**src/iee_pkg.sv**
```systemverilog
// Package for the infix expression evaluator.
// Holds the sequencer states, operator codes, character classes and ASCII codes.
// No dependencies.
`timescale 1ns / 1ps
`default_nettype none

package iee_pkg;

    typedef enum logic [2:0] {
        ST_IDLE,
        ST_MUL,
        ST_DIV,
        ST_DIVFIX,
        ST_FINISH,
        ST_OUT
    } t_state;

    typedef enum logic [1:0] {
        OP_NONE,
        OP_MUL,
        OP_DIV
    } t_op;

    typedef enum logic [2:0] {
        CLS_DIGIT,
        CLS_MUL,
        CLS_DIV,
        CLS_ADD,
        CLS_SUB,
        CLS_OTHER
    } t_cls;

    localparam logic [7:0] CH_PLUS  = 8'h2B;
    localparam logic [7:0] CH_MINUS = 8'h2D;
    localparam logic [7:0] CH_STAR  = 8'h2A;
    localparam logic [7:0] CH_SLASH = 8'h2F;
    localparam logic [7:0] CH_ZERO  = 8'h30;
    localparam logic [7:0] CH_NINE  = 8'h39;

endpackage

`default_nettype wire

```
**src/infix_expression_evaluator.sv**
```systemverilog
// Top level of the infix expression evaluator: one character per transfer.
// Shared shift-add multiplier and restoring divider under a small sequencer.
// Depends on iee_pkg.
//
// Per character: a digit or ignored code is taken in ST_IDLE alone; an operator with no
// pending product, or a divide by zero, goes on to ST_FINISH; closing a multiply runs the
// one-bit-per-cycle multiply loop, then ST_FINISH; a divide runs its one-bit-per-cycle loop,
// then ST_DIVFIX and ST_FINISH. The last character always closes, and the result posts in
// the cycle after ST_FINISH, held until taken. Not ready while busy. Synchronous active-low reset.
`timescale 1ns / 1ps
`default_nettype none

module infix_expression_evaluator
    import iee_pkg::*;
#(
    parameter int WORD_BITS = 32
) (
    input  wire logic        i_clk,
    input  wire logic        i_rst_n,
    input  wire logic        i_valid,
    output logic             o_stall,
    input  wire logic [7:0]  i_char_code,
    input  wire logic        i_end_of_expr,
    output logic             o_valid,
    input  wire logic        i_stall,
    output logic [31:0]      o_value,
    output logic             o_div_by_zero
);

    localparam int CNT_W = $clog2(WORD_BITS);
    localparam logic [CNT_W-1:0] CNT_LAST = CNT_W'(WORD_BITS - 1);

    t_state                 r_state, n_state;
    t_op                    r_op, n_op;
    t_cls                   r_cls, n_cls;
    logic                   r_last, n_last;
    logic                   r_add_neg, n_add_neg;
    logic                   r_err, n_err;
    logic                   r_qneg, n_qneg;
    logic [WORD_BITS-1:0]   r_sum, n_sum;
    logic [WORD_BITS-1:0]   r_term, n_term;
    logic [WORD_BITS-1:0]   r_acc, n_acc;
    logic [WORD_BITS-1:0]   r_opa, n_opa;    // multiplicand / divisor
    logic [WORD_BITS-1:0]   r_opb, n_opb;    // multiplier / dividend-quotient
    logic [WORD_BITS-1:0]   r_acc2, n_acc2;  // product / remainder
    logic [CNT_W-1:0]       r_cnt, n_cnt;
    logic [31:0]            r_value, n_value;
    logic                   r_dbz, n_dbz;

    t_cls                   w_cls;
    logic [WORD_BITS-1:0]   w_acc_digit;
    logic [WORD_BITS-1:0]   w_x;
    logic [WORD_BITS:0]     w_rem_sh;
    logic [WORD_BITS:0]     w_rem_sub;
    logic [WORD_BITS-1:0]   w_te;
    logic [WORD_BITS-1:0]   w_sum_next;
    logic [31:0]            w_out;

    always_comb begin
        if (i_char_code >= CH_ZERO && i_char_code <= CH_NINE) begin
            w_cls = CLS_DIGIT;
        end else if (i_char_code == CH_STAR) begin
            w_cls = CLS_MUL;
        end else if (i_char_code == CH_SLASH) begin
            w_cls = CLS_DIV;
        end else if (i_char_code == CH_PLUS) begin
            w_cls = CLS_ADD;
        end else if (i_char_code == CH_MINUS) begin
            w_cls = CLS_SUB;
        end else begin
            w_cls = CLS_OTHER;
        end
    end

    assign w_acc_digit = (r_acc << 3) + (r_acc << 1) + WORD_BITS'(i_char_code[3:0]);
    assign w_x         = (w_cls == CLS_DIGIT) ? w_acc_digit : r_acc;

    assign w_rem_sh  = {r_acc2, r_opb[WORD_BITS-1]};
    assign w_rem_sub = w_rem_sh - {1'b0, r_opa};

    // trailing '*' or '/' closes against a zero operand
    assign w_te       = (r_cls == CLS_MUL || r_cls == CLS_DIV) ? '0 : r_term;
    assign w_sum_next = r_add_neg ? (r_sum - w_te) : (r_sum + w_te);

    generate
        if (WORD_BITS >= 32) begin : g_trunc
            assign w_out = w_sum_next[31:0];
        end else begin : g_sext
            assign w_out = {{(32 - WORD_BITS){w_sum_next[WORD_BITS-1]}}, w_sum_next};
        end
    endgenerate

    always_comb begin
        n_state   = r_state;
        n_op      = r_op;
        n_cls     = r_cls;
        n_last    = r_last;
        n_add_neg = r_add_neg;
        n_err     = r_err;
        n_qneg    = r_qneg;
        n_sum     = r_sum;
        n_term    = r_term;
        n_acc     = r_acc;
        n_opa     = r_opa;
        n_opb     = r_opb;
        n_acc2    = r_acc2;
        n_cnt     = r_cnt;
        n_value   = r_value;
        n_dbz     = r_dbz;

        unique case (r_state)
            ST_IDLE: begin
                if (i_valid) begin
                    n_cls  = w_cls;
                    n_last = i_end_of_expr;
                    if (w_cls == CLS_DIGIT && !i_end_of_expr) begin
                        n_acc = w_acc_digit;
                    end else if (w_cls == CLS_OTHER && !i_end_of_expr) begin
                        n_acc = r_acc;
                    end else begin
                        n_acc = '0;
                        n_op  = OP_NONE;
                        n_cnt = '0;
                        unique case (r_op)
                            OP_MUL: begin
                                n_opa   = r_term;
                                n_opb   = w_x;
                                n_acc2  = '0;
                                n_state = ST_MUL;
                            end
                            OP_DIV: begin
                                if (w_x == '0) begin
                                    n_term  = '0;
                                    n_err   = 1'b1;
                                    n_state = ST_FINISH;
                                end else begin
                                    n_opa   = w_x[WORD_BITS-1] ? (~w_x + 1'b1) : w_x;
                                    n_opb   = r_term[WORD_BITS-1] ? (~r_term + 1'b1) : r_term;
                                    n_acc2  = '0;
                                    n_qneg  = w_x[WORD_BITS-1] ^ r_term[WORD_BITS-1];
                                    n_state = ST_DIV;
                                end
                            end
                            default: begin
                                n_term  = w_x;
                                n_state = ST_FINISH;
                            end
                        endcase
                    end
                end
            end
            ST_MUL: begin
                n_acc2 = r_opb[0] ? (r_acc2 + r_opa) : r_acc2;
                n_opa  = r_opa << 1;
                n_opb  = r_opb >> 1;
                n_cnt  = r_cnt + 1'b1;
                if (r_cnt == CNT_LAST) begin
                    n_term  = n_acc2;
                    n_state = ST_FINISH;
                end
            end
            ST_DIV: begin
                if (!w_rem_sub[WORD_BITS]) begin
                    n_acc2 = w_rem_sub[WORD_BITS-1:0];
                    n_opb  = {r_opb[WORD_BITS-2:0], 1'b1};
                end else begin
                    n_acc2 = w_rem_sh[WORD_BITS-1:0];
                    n_opb  = {r_opb[WORD_BITS-2:0], 1'b0};
                end
                n_cnt = r_cnt + 1'b1;
                if (r_cnt == CNT_LAST) begin
                    n_state = ST_DIVFIX;
                end
            end
            ST_DIVFIX: begin
                n_term  = r_qneg ? (~r_opb + 1'b1) : r_opb;
                n_state = ST_FINISH;
            end
            ST_FINISH: begin
                if (r_last) begin
                    n_value   = w_out;
                    n_dbz     = r_err | (r_cls == CLS_DIV);
                    n_sum     = '0;
                    n_term    = '0;
                    n_acc     = '0;
                    n_op      = OP_NONE;
                    n_add_neg = 1'b0;
                    n_err     = 1'b0;
                    n_state   = ST_OUT;
                end else begin
                    n_state = ST_IDLE;
                    case (r_cls)
                        CLS_MUL: n_op = OP_MUL;
                        CLS_DIV: n_op = OP_DIV;
                        CLS_ADD, CLS_SUB: begin
                            n_sum     = w_sum_next;
                            n_term    = '0;
                            n_add_neg = (r_cls == CLS_SUB);
                        end
                        default: n_op = r_op;
                    endcase
                end
            end
            ST_OUT: begin
                if (!i_stall) begin
                    n_state = ST_IDLE;
                end
            end
            default: n_state = ST_IDLE;
        endcase
    end

    always_ff @(posedge i_clk) begin
        if (!i_rst_n) begin
            r_state   <= ST_IDLE;
            r_op      <= OP_NONE;
            r_cls     <= CLS_OTHER;
            r_last    <= 1'b0;
            r_add_neg <= 1'b0;
            r_err     <= 1'b0;
            r_sum     <= '0;
            r_term    <= '0;
            r_acc     <= '0;
            r_cnt     <= '0;
        end else begin
            r_state   <= n_state;
            r_op      <= n_op;
            r_cls     <= n_cls;
            r_last    <= n_last;
            r_add_neg <= n_add_neg;
            r_err     <= n_err;
            r_sum     <= n_sum;
            r_term    <= n_term;
            r_acc     <= n_acc;
            r_cnt     <= n_cnt;
        end
    end

    always_ff @(posedge i_clk) begin
        r_qneg  <= n_qneg;
        r_opa   <= n_opa;
        r_opb   <= n_opb;
        r_acc2  <= n_acc2;
        r_value <= n_value;
        r_dbz   <= n_dbz;
    end

    assign o_stall       = (r_state != ST_IDLE);
    assign o_valid       = (r_state == ST_OUT);
    assign o_value       = r_value;
    assign o_div_by_zero = r_dbz;

endmodule

`default_nettype wire

```
**config.mk**
```make
export PLATFORM = sky130hd
export DESIGN_NAME = infix_expression_evaluator
export DESIGN_NICKNAME = d
export VERILOG_FILES = /design/src/iee_pkg.sv /design/src/infix_expression_evaluator.sv
export SDC_FILE = /design/constraint.sdc
export NUM_CORES = 1
export LEC_CHECK = 0
export ABC_CLOCK_PERIOD_IN_PS = 14800
export BUFFER_PORTS_ARGS = -buffer_cell sky130_fd_sc_hd__buf_2
export CAP_MARGIN = 20
export CORE_MARGIN = 2
export CORE_UTILIZATION = 65
export CTS_BUF_LIST = sky130_fd_sc_hd__clkbuf_4
export DETAILED_ROUTE_END_ITERATION = 12
export PLACE_DENSITY = 0.81
export SKIP_LAST_GASP = 1
export SLEW_MARGIN = 20
export SYNTH_ARGS = -nofsm -noshare
export SYNTH_HDL_FRONTEND = slang
export SYNTH_SLANG_ARGS = --single-unit
export TNS_END_PERCENT = 5
```
**constraint.sdc**
```tcl
create_clock -name i_clk -period 14.8 [get_ports i_clk]
set_clock_uncertainty 0.1 [all_clocks]
set_input_delay 2.22 -clock i_clk [delete_from_list [all_inputs] [get_ports i_clk]]
set_output_delay 2.22 -clock i_clk [all_outputs]
set_load 0.02 [all_outputs]
```
Word level (Yosys, flattened, before mapping)
Index checks and enable logic that the tools add are counted.
{"block": "totals", "reg_bits": 242, "mem_bits_rw": 0, "mem_count": 0, "wordCells": 175, "output_inout_bits": 35, "latch_bits": 0, "mem_bits_ro": 0}
{"block": "classes", "order_cmp": 2, "mux": 77, "eq_ne": 33, "bitwise": 8, "mul": 0, "n_addsub": 10, "shift": 0, "reduce_logical": 29, "div": 0}
{"op": "$mux W32", "n": 33}
{"op": "$pmux W32 S2", "n": 6}
{"op": "$pmux W32 S3", "n": 2}
{"op": "$pmux W32 S4", "n": 1}
{"op": "$add A32 B1 Y32 const B", "n": 3}
{"op": "$add A32 B32 Y32", "n": 3}
{"op": "$not A32 Y32", "n": 3}
{"op": "$mux W3", "n": 12}
{"op": "$sub A33 B32 Y33", "n": 1}
{"op": "$add A32 B4 Y32", "n": 1}
{"op": "$eq A8 B6 Y1 const B", "n": 4}
{"op": "$logic_not A32 Y1", "n": 1}
{"op": "$sub A32 B32 Y32", "n": 1}
{"op": "$reduce_and A6 Y1", "n": 4}
{"op": "$ne A2 B2 Y1 const B", "n": 9}
{"op": "$pmux W3 S6", "n": 1}
{"op": "$mux W5", "n": 3}
{"op": "$eq A3 B2 Y1 const B", "n": 4}
{"op": "$eq A3 B3 Y1 const B", "n": 4}
{"op": "$ne A3 B3 Y1 const B", "n": 4}
{"op": "$mux W1", "n": 10}
{"op": "$pmux W5 S2", "n": 1}
{"op": "$ge A8 B6 Y1 const B", "n": 1}
{"op": "$le A8 B6 Y1 const B", "n": 1}
{"op": "28 further kinds", "n": 46}

Logic depth before layout (Yosys ltp)
{"block": "logic_depth", "ltp_word": 17, "mapped_depth": 24, "depth_no_buf": 23}

Worst setup path after synthesis
Ideal clock, no wire load.
{"block": "synth_path", "kind": "input to register", "from": "input port i_char_code[3]", "to": "register r_acc2[0] (enable)", "cell_stages": 15, "setup_slack_ns": 6.155, "t_arrival_ns": 8.058, "cell_sequence": "inv_1 fa_1 fa_1 nand2b_1 a21bo_2 a21oi_1 o31ai_2 and3_1 o31ai_1 and3b_1 clkbuf_1 and4_1 o2111ai_2 a21oi_1 nor2_1"}
{"block": "synth_via", "elab_chain_cells": 11, "elab_cells_between_ends": 23, "classes_between": "add/sub (1); order compare (2); eq/ne (8); mux (6); reduce/logical (6)"}
{"item": "start: declaration", "line_no": "infix_expression_evaluator.sv:22", "rtl": "input wire logic [7:0] i_char_code,"}
{"item": "$eq A8 B6 Y1", "line_no": "infix_expression_evaluator.sv:68", "rtl": "end else if (i_char_code == CH_MINUS) begin"}
{"item": "$mux W1", "line_no": "infix_expression_evaluator.sv:68"}
{"item": "$mux W3", "line_no": "infix_expression_evaluator.sv:66", "rtl": "end else if (i_char_code == CH_PLUS) begin"}
{"item": "$mux W3", "line_no": "infix_expression_evaluator.sv:64", "rtl": "end else if (i_char_code == CH_SLASH) begin"}
{"item": "$mux W3", "line_no": "infix_expression_evaluator.sv:62", "rtl": "end else if (i_char_code == CH_STAR) begin"}
{"item": "$mux W3", "line_no": "infix_expression_evaluator.sv:60", "rtl": "if (i_char_code >= CH_ZERO && i_char_code <= CH_NINE) begin"}
{"item": "$logic_not A3 Y1", "line_no": "infix_expression_evaluator.sv:76, infix_expression_evaluator.sv:116"}
{"item": "$mux W32", "line_no": "infix_expression_evaluator.sv:76", "rtl": "assign w_x = (w_cls == CLS_DIGIT) ? w_acc_digit : r_acc;"}
{"item": "$logic_not A32 Y1", "line_no": "infix_expression_evaluator.sv:132", "rtl": "if (w_x == '0) begin"}
{"item": "$ne A3 B3 Y1 (no source line)"}
{"item": "$reduce_and A6 Y1 (no source line) (*)"}
{"item": "end signal: assignment", "line_no": "infix_expression_evaluator.sv:243", "rtl": "r_acc2 <= n_acc2;"}
{"item": "end: declaration", "line_no": "infix_expression_evaluator.sv:45", "rtl": "logic [WORD_BITS-1:0] r_acc2, n_acc2;"}
Mark *: on every way between the ends. The rest lies on a longest branch, timed or not.
A chain may end at the register's enable or synchronous reset.

Worst setup path after layout
{"block": "layout_path", "from": "input port i_char_code[3]", "to": "register r_term[26]"}
{"block": "layout_via", "elab_chain_cells": 13, "elab_cells_between_ends": 28, "classes_between": "add/sub (1); order compare (2); eq/ne (8); mux (11); reduce/logical (6)"}
{"item": "$eq A8 B6 Y1", "line_no": "infix_expression_evaluator.sv:68"}
{"item": "$mux W1", "line_no": "infix_expression_evaluator.sv:68"}
{"item": "$mux W3", "line_no": "infix_expression_evaluator.sv:66"}
{"item": "$mux W3", "line_no": "infix_expression_evaluator.sv:64"}
{"item": "$mux W3", "line_no": "infix_expression_evaluator.sv:62"}
{"item": "$mux W3", "line_no": "infix_expression_evaluator.sv:60"}
{"item": "$logic_not A3 Y1", "line_no": "infix_expression_evaluator.sv:76, infix_expression_evaluator.sv:116"}
{"item": "$mux W32", "line_no": "infix_expression_evaluator.sv:76"}
{"item": "$pmux W32 S2", "line_no": "infix_expression_evaluator.sv:124", "rtl": "unique case (r_op)"}
{"item": "$mux W32", "line_no": "infix_expression_evaluator.sv:118", "rtl": "end else if (w_cls == CLS_OTHER && !i_end_of_expr) begin"}
{"item": "$mux W32", "line_no": "infix_expression_evaluator.sv:116", "rtl": "if (w_cls == CLS_DIGIT && !i_end_of_expr) begin"}
{"item": "$mux W32", "line_no": "infix_expression_evaluator.sv:113", "rtl": "if (i_valid) begin"}
{"item": "$pmux W32 S4", "line_no": "infix_expression_evaluator.sv:111", "rtl": "unique case (r_state)"}
{"item": "end signal: assignment", "line_no": "infix_expression_evaluator.sv:233", "rtl": "r_term <= n_term;"}
{"item": "end: declaration", "line_no": "infix_expression_evaluator.sv:41", "rtl": "logic [WORD_BITS-1:0] r_term, n_term;"}
Parallel ways exist; a longest one is shown, timed or not. The select of a mux whose other input is x is not followed.

==> flow_metrics.py <==
metrics = {
    "sta": {
        "fin_setup_tns_ns": 0,
        "finalCritPeriodShare": 0.467,
        "min_period_ns": 6.91,
        "rsz0062_at_grt": "no",
        "fmax_mhz": 145,
        "timing_hold_violations_final": 0,
        "setup_viol": 0,
        "drv_slew": 0,
        "worst_pin_slew_ns": 1.09,
        "slew-limit-headroom": 0.272,
    },
    "clocking": {
        "clkTransAtPathRegs_ns": 0.07,
        "root_buffer": "clkbuf_4",
        "clock-sinks": 242,
        "cts.htree.levels": 3,
        "post_cts_resized": 0,
        "cts_setup_buffers": 0,
        "cts_made_buffers": 70,
        "ctsHoldBuffers": 0,
        "clock_path_buffers": 3,
        "cts_tree": "done",
        "clk-insertion-delay-late_ns": 0.79,
    },
    "cells_and_area": {
        "drive_gt1_frac": 0.0947,
        "final_cell_area_um2": 22400,
        "syn_to_final_growth_pct": 6.50,
        "nNetsFinal": 2781,
    },
    "power_and_ir_drop": {
        "irDropWorstVdd_mv": 0.147,
        "internal-power_mw": 2.06,
        "pwr-share-seq": 0.276,
        "power.switching_mw": 1.89,
        "power_density_nw_per_um2": 177,
        "pwr-share-clk": 0.168,
        "p_leak_nw": 9.23,
        "swShare": 0.478,
        "pwr-share-comb": 0.556,
    },
    "global_routing": {
        "grt_max_degree": 84,
        "grt_overflow": 0,
        "grt_pass1_vias": 19200,
        "grt.total_usage": 0.391,
        "grt_antenna_before_repair": 1,
        "grt_pass1_wl_um": 104000,
    },
    "yosys": {
        "synth_compound_area_frac": 0.269,
        "syn_inst": 2611,
        "synth_top_family_by_area": "compound AO/OA/AOI/OAI gates",
        "synth.area.mux_share": 0.0247,
        "yosysWarnings": 0,
        "syn-num-nets": 2787,
        "synth-async-reset-ratio": 0,
        "yosysUniqueCellTypes": 92,
        "synthSimpleGateAreaFrac": 0.183,
        "ys.flop_type": "edfxtp_1",
        "syn_area_um2": 21000,
        "synth-adder-area-share": 0.0988,
        "synth_edf_count": 130,
        "synth_seq_cells": 242,
        "synthXorXnorAreaFrac": 0.0859,
        "yosysSeqAreaShare": 0.292,
        "avgSynthCellArea_um2": 8.05,
    },
    "place": {
        "dpl.hpwl_um": 48300,
        "port-buffer-count": 47,
        "placed_area_um2": 21500,
        "gp_congestion": 1.06,
    },
    "routing": {
        "vias": 20800,
        "vias_per_cell": 6.80,
        "drt_iter0_drc": 3063,
        "drc": 0,
        "wirelength_um": 66200,
        "drt_pass1_iterations": 8,
        "antenna_left": 0,
        "post_drt_wl_per_cell_um": 21.6,
    },
    "worst_setup_path": {
        "required_ns": 15.33,
        "crit_type": "input pin to flop",
        "r2r_slack_ns": 8.12,
        "critPathCaptureType": "flop",
        "startpoint_type": "input pin",
        "cp_max_fo": 64,
        "arrival_ns": 7.44,
    },
    "floorplan": {
        "core_area_um2": 31700,
        "die_area_um2": 33800,
        "initial_core_util": 0.663,
        "rows": 65,
        "die_w_um": 184,
        "ios": 48,
        "die_h_um": 184,
    },
    "min_path": {
        "hold_path_class": "flop to flop",
    },
    "job": {
        "drv_cap": 0,
    },
    "outcome": {
        "status": "finished, final reports clean",
    },
}
==> flip-flops by register name, indices dropped and copies added, names as in the netlist <==
| name | cells |
|---|---|
| r_op | 2 |
| r_acc2 | 32 |
| r_add_neg | 1 |
| o_value | 32 |
| r_opa | 32 |
| r_qneg | 1 |
| r_err | 1 |
| r_cnt | 5 |
| r_term | 32 |
| r_state | 3 |
| r_acc | 32 |
| r_last | 1 |
| o_div_by_zero | 1 |
| r_opb | 32 |
| r_sum | 32 |
| r_cls | 3 |
==> path summary, 6_finish.rpt <==
path                        from    endpoint  cells past startpoint
setup / recovery  i_char_code[3]  r_term[26]                     18
hold / removal          r_cnt[3]    r_cnt[3]                      1
setup reg to reg       r_term[8]   r_sum[31]                     19
hold reg to reg         r_cnt[3]    r_cnt[3]                      1
==> per-layer routing <==
layer / part of all wire / up-vias / wire length, µm / GRT usage
li1: - / 9649 / - / -
met1: 0.42 / 9702 / 27700 / 0.551
met2: 0.42 / 1283 / 27800 / 0.581
met3: 0.12 / 201 / 7850 / 0.0830
met4: 0.044 / 0 / 2910 / 0.164
met5: 0 / - / 0 / 0
==> cell usage in the layout (no fill, tap or decap), types with 9 or more instances in the layout <==
cell type  instances
and2_1            11
a211o_1           10
and3_1            26
buf_4             33
xnor2_1          124
o31ai_1           28
nor2b_1           16
a221oi_1          11
a22oi_1           87
nor4_1            16
clkbuf_4         111
a31oi_1           36
o211ai_1          20
or4_1             10
o221ai_1           9
buf_2             47
nand3_1           41
nand4_1           18
nand2b_1          34
a21oi_1          207
or2_2             10
a211oi_1          38
a21o_1            49
o21ai_0          176
nor2_1           343
o22ai_1           36
dfxtp_1          112
a311oi_1          13
edfxtp_1         130
o21bai_1          17
nand2_1          205
xor2_1            82
a21boi_0          10
ha_1             158
mux2i_1           44
o21a_1            25
clkinv_1          11
or3_1             15
nor3_1            51
inv_1             90
==> layout make-up <==
type,count,area (µm²)
Tap cell,402,503
Inverter,91,342
Clock buffer,111,833
Sequential cell,242,6150
Fill cell,2605,9340
Clock inverter,16,87.6
Multi-Input combinational cell,2120,14000
Timing Repair Buffer,80,483
Antenna cell,3,7.51
==> metrics by stage <==
stage | hold slack, ns | power (mW) | cells | utilization | worst slack (ns)
floorplan | 0.324 | 2.64 | 2611 | - | 6.16
global placement | 0.347 | 3.13 | 2935 | 0.676 | 7.32
detailed placement | 0.346 | 3.19 | 2935 | 0.676 | 7.22
CTS | 0.357 | 3.87 | 3062 | 0.705 | 7.96
global route | 0.401 | 4.19 | 3063 | 0.705 | 7.47
finish | 0.356 | 3.96 | 3065 | 0.706 | 7.89
==> power by group through the flow <==
stage / clock network, mW / registers [mW] / logic, mW
detailed placement: 0 / 1.08 / 2.10
CTS: 0.675 / 1.07 / 2.12
floorplan: 0 / 0.974 / 1.67
finish: 0.666 / 1.09 / 2.20
global route: 0.708 / 1.09 / 2.39
global placement: 0 / 1.08 / 2.05
==> Yosys cell counts, drive strengths merged (6+ instances only) <==
cell type / instances / area (µm²)
o21a: 25 / 188
a21o: 49 / 368
o21ai: 183 / 916
o22ai: 36 / 225
nand3: 41 / 205
nand4: 18 / 113
o2111ai: 6 / 58.8
xnor2: 124 / 1090
o211ai: 20 / 150
or4: 11 / 86.3
a21boi: 11 / 82.6
nor4: 18 / 119
a21oi: 209 / 1060
clkbuf: 134 / 504
o31ai: 30 / 235
nor3: 53 / 270
ha: 158 / 1980
inv: 91 / 342
o31a: 7 / 61.3
o21bai: 17 / 128
nand2: 205 / 769
nor2b: 17 / 106
or3: 15 / 93.8
edfxtp: 130 / 3900
a221oi: 11 / 96.3
a211oi: 42 / 330
and2: 11 / 68.8
dfxtp: 112 / 2240
xor2: 82 / 718
or2: 10 / 62.6
buf: 24 / 120
a311oi: 13 / 114
mux2i: 45 / 463
nor3b: 7 / 52.6
nand3b: 6 / 45.0
nor2: 348 / 1310
and3: 27 / 169
nand2b: 36 / 225
a211o: 10 / 87.6
o221ai: 9 / 78.8
a31oi: 37 / 246
a22oi: 87 / 653
==> logic make-up (layout without fill, tap and decap cells) <==
family,count (synthesis),after routing
compound gates,860,860
simple gates,841,841
buf+inv,249,298
flops,242,242
xor+xnor,206,206
fa+ha+maj,163,163
mux,50,50
other cells,0,3
==> worst max-delay path, stage by stage <==
cell	delay, ns
buf_2	0.09
inv_1	0.09
fa_1	0.60
inv_1	0.06
ha_1	0.29
a211oi_2	0.27
nor4_2	0.13
or4b_1	0.53
a21oi_1	0.28
o21ai_1	0.15
mux2i_1	0.21
and2_1	0.69
and4_1	0.33
o2111ai_2	0.20
a31oi_4	0.24
buf_4	0.54
o221ai_1	0.25
o21ba_2	0.24
Power figures use the tool's default switching activity.
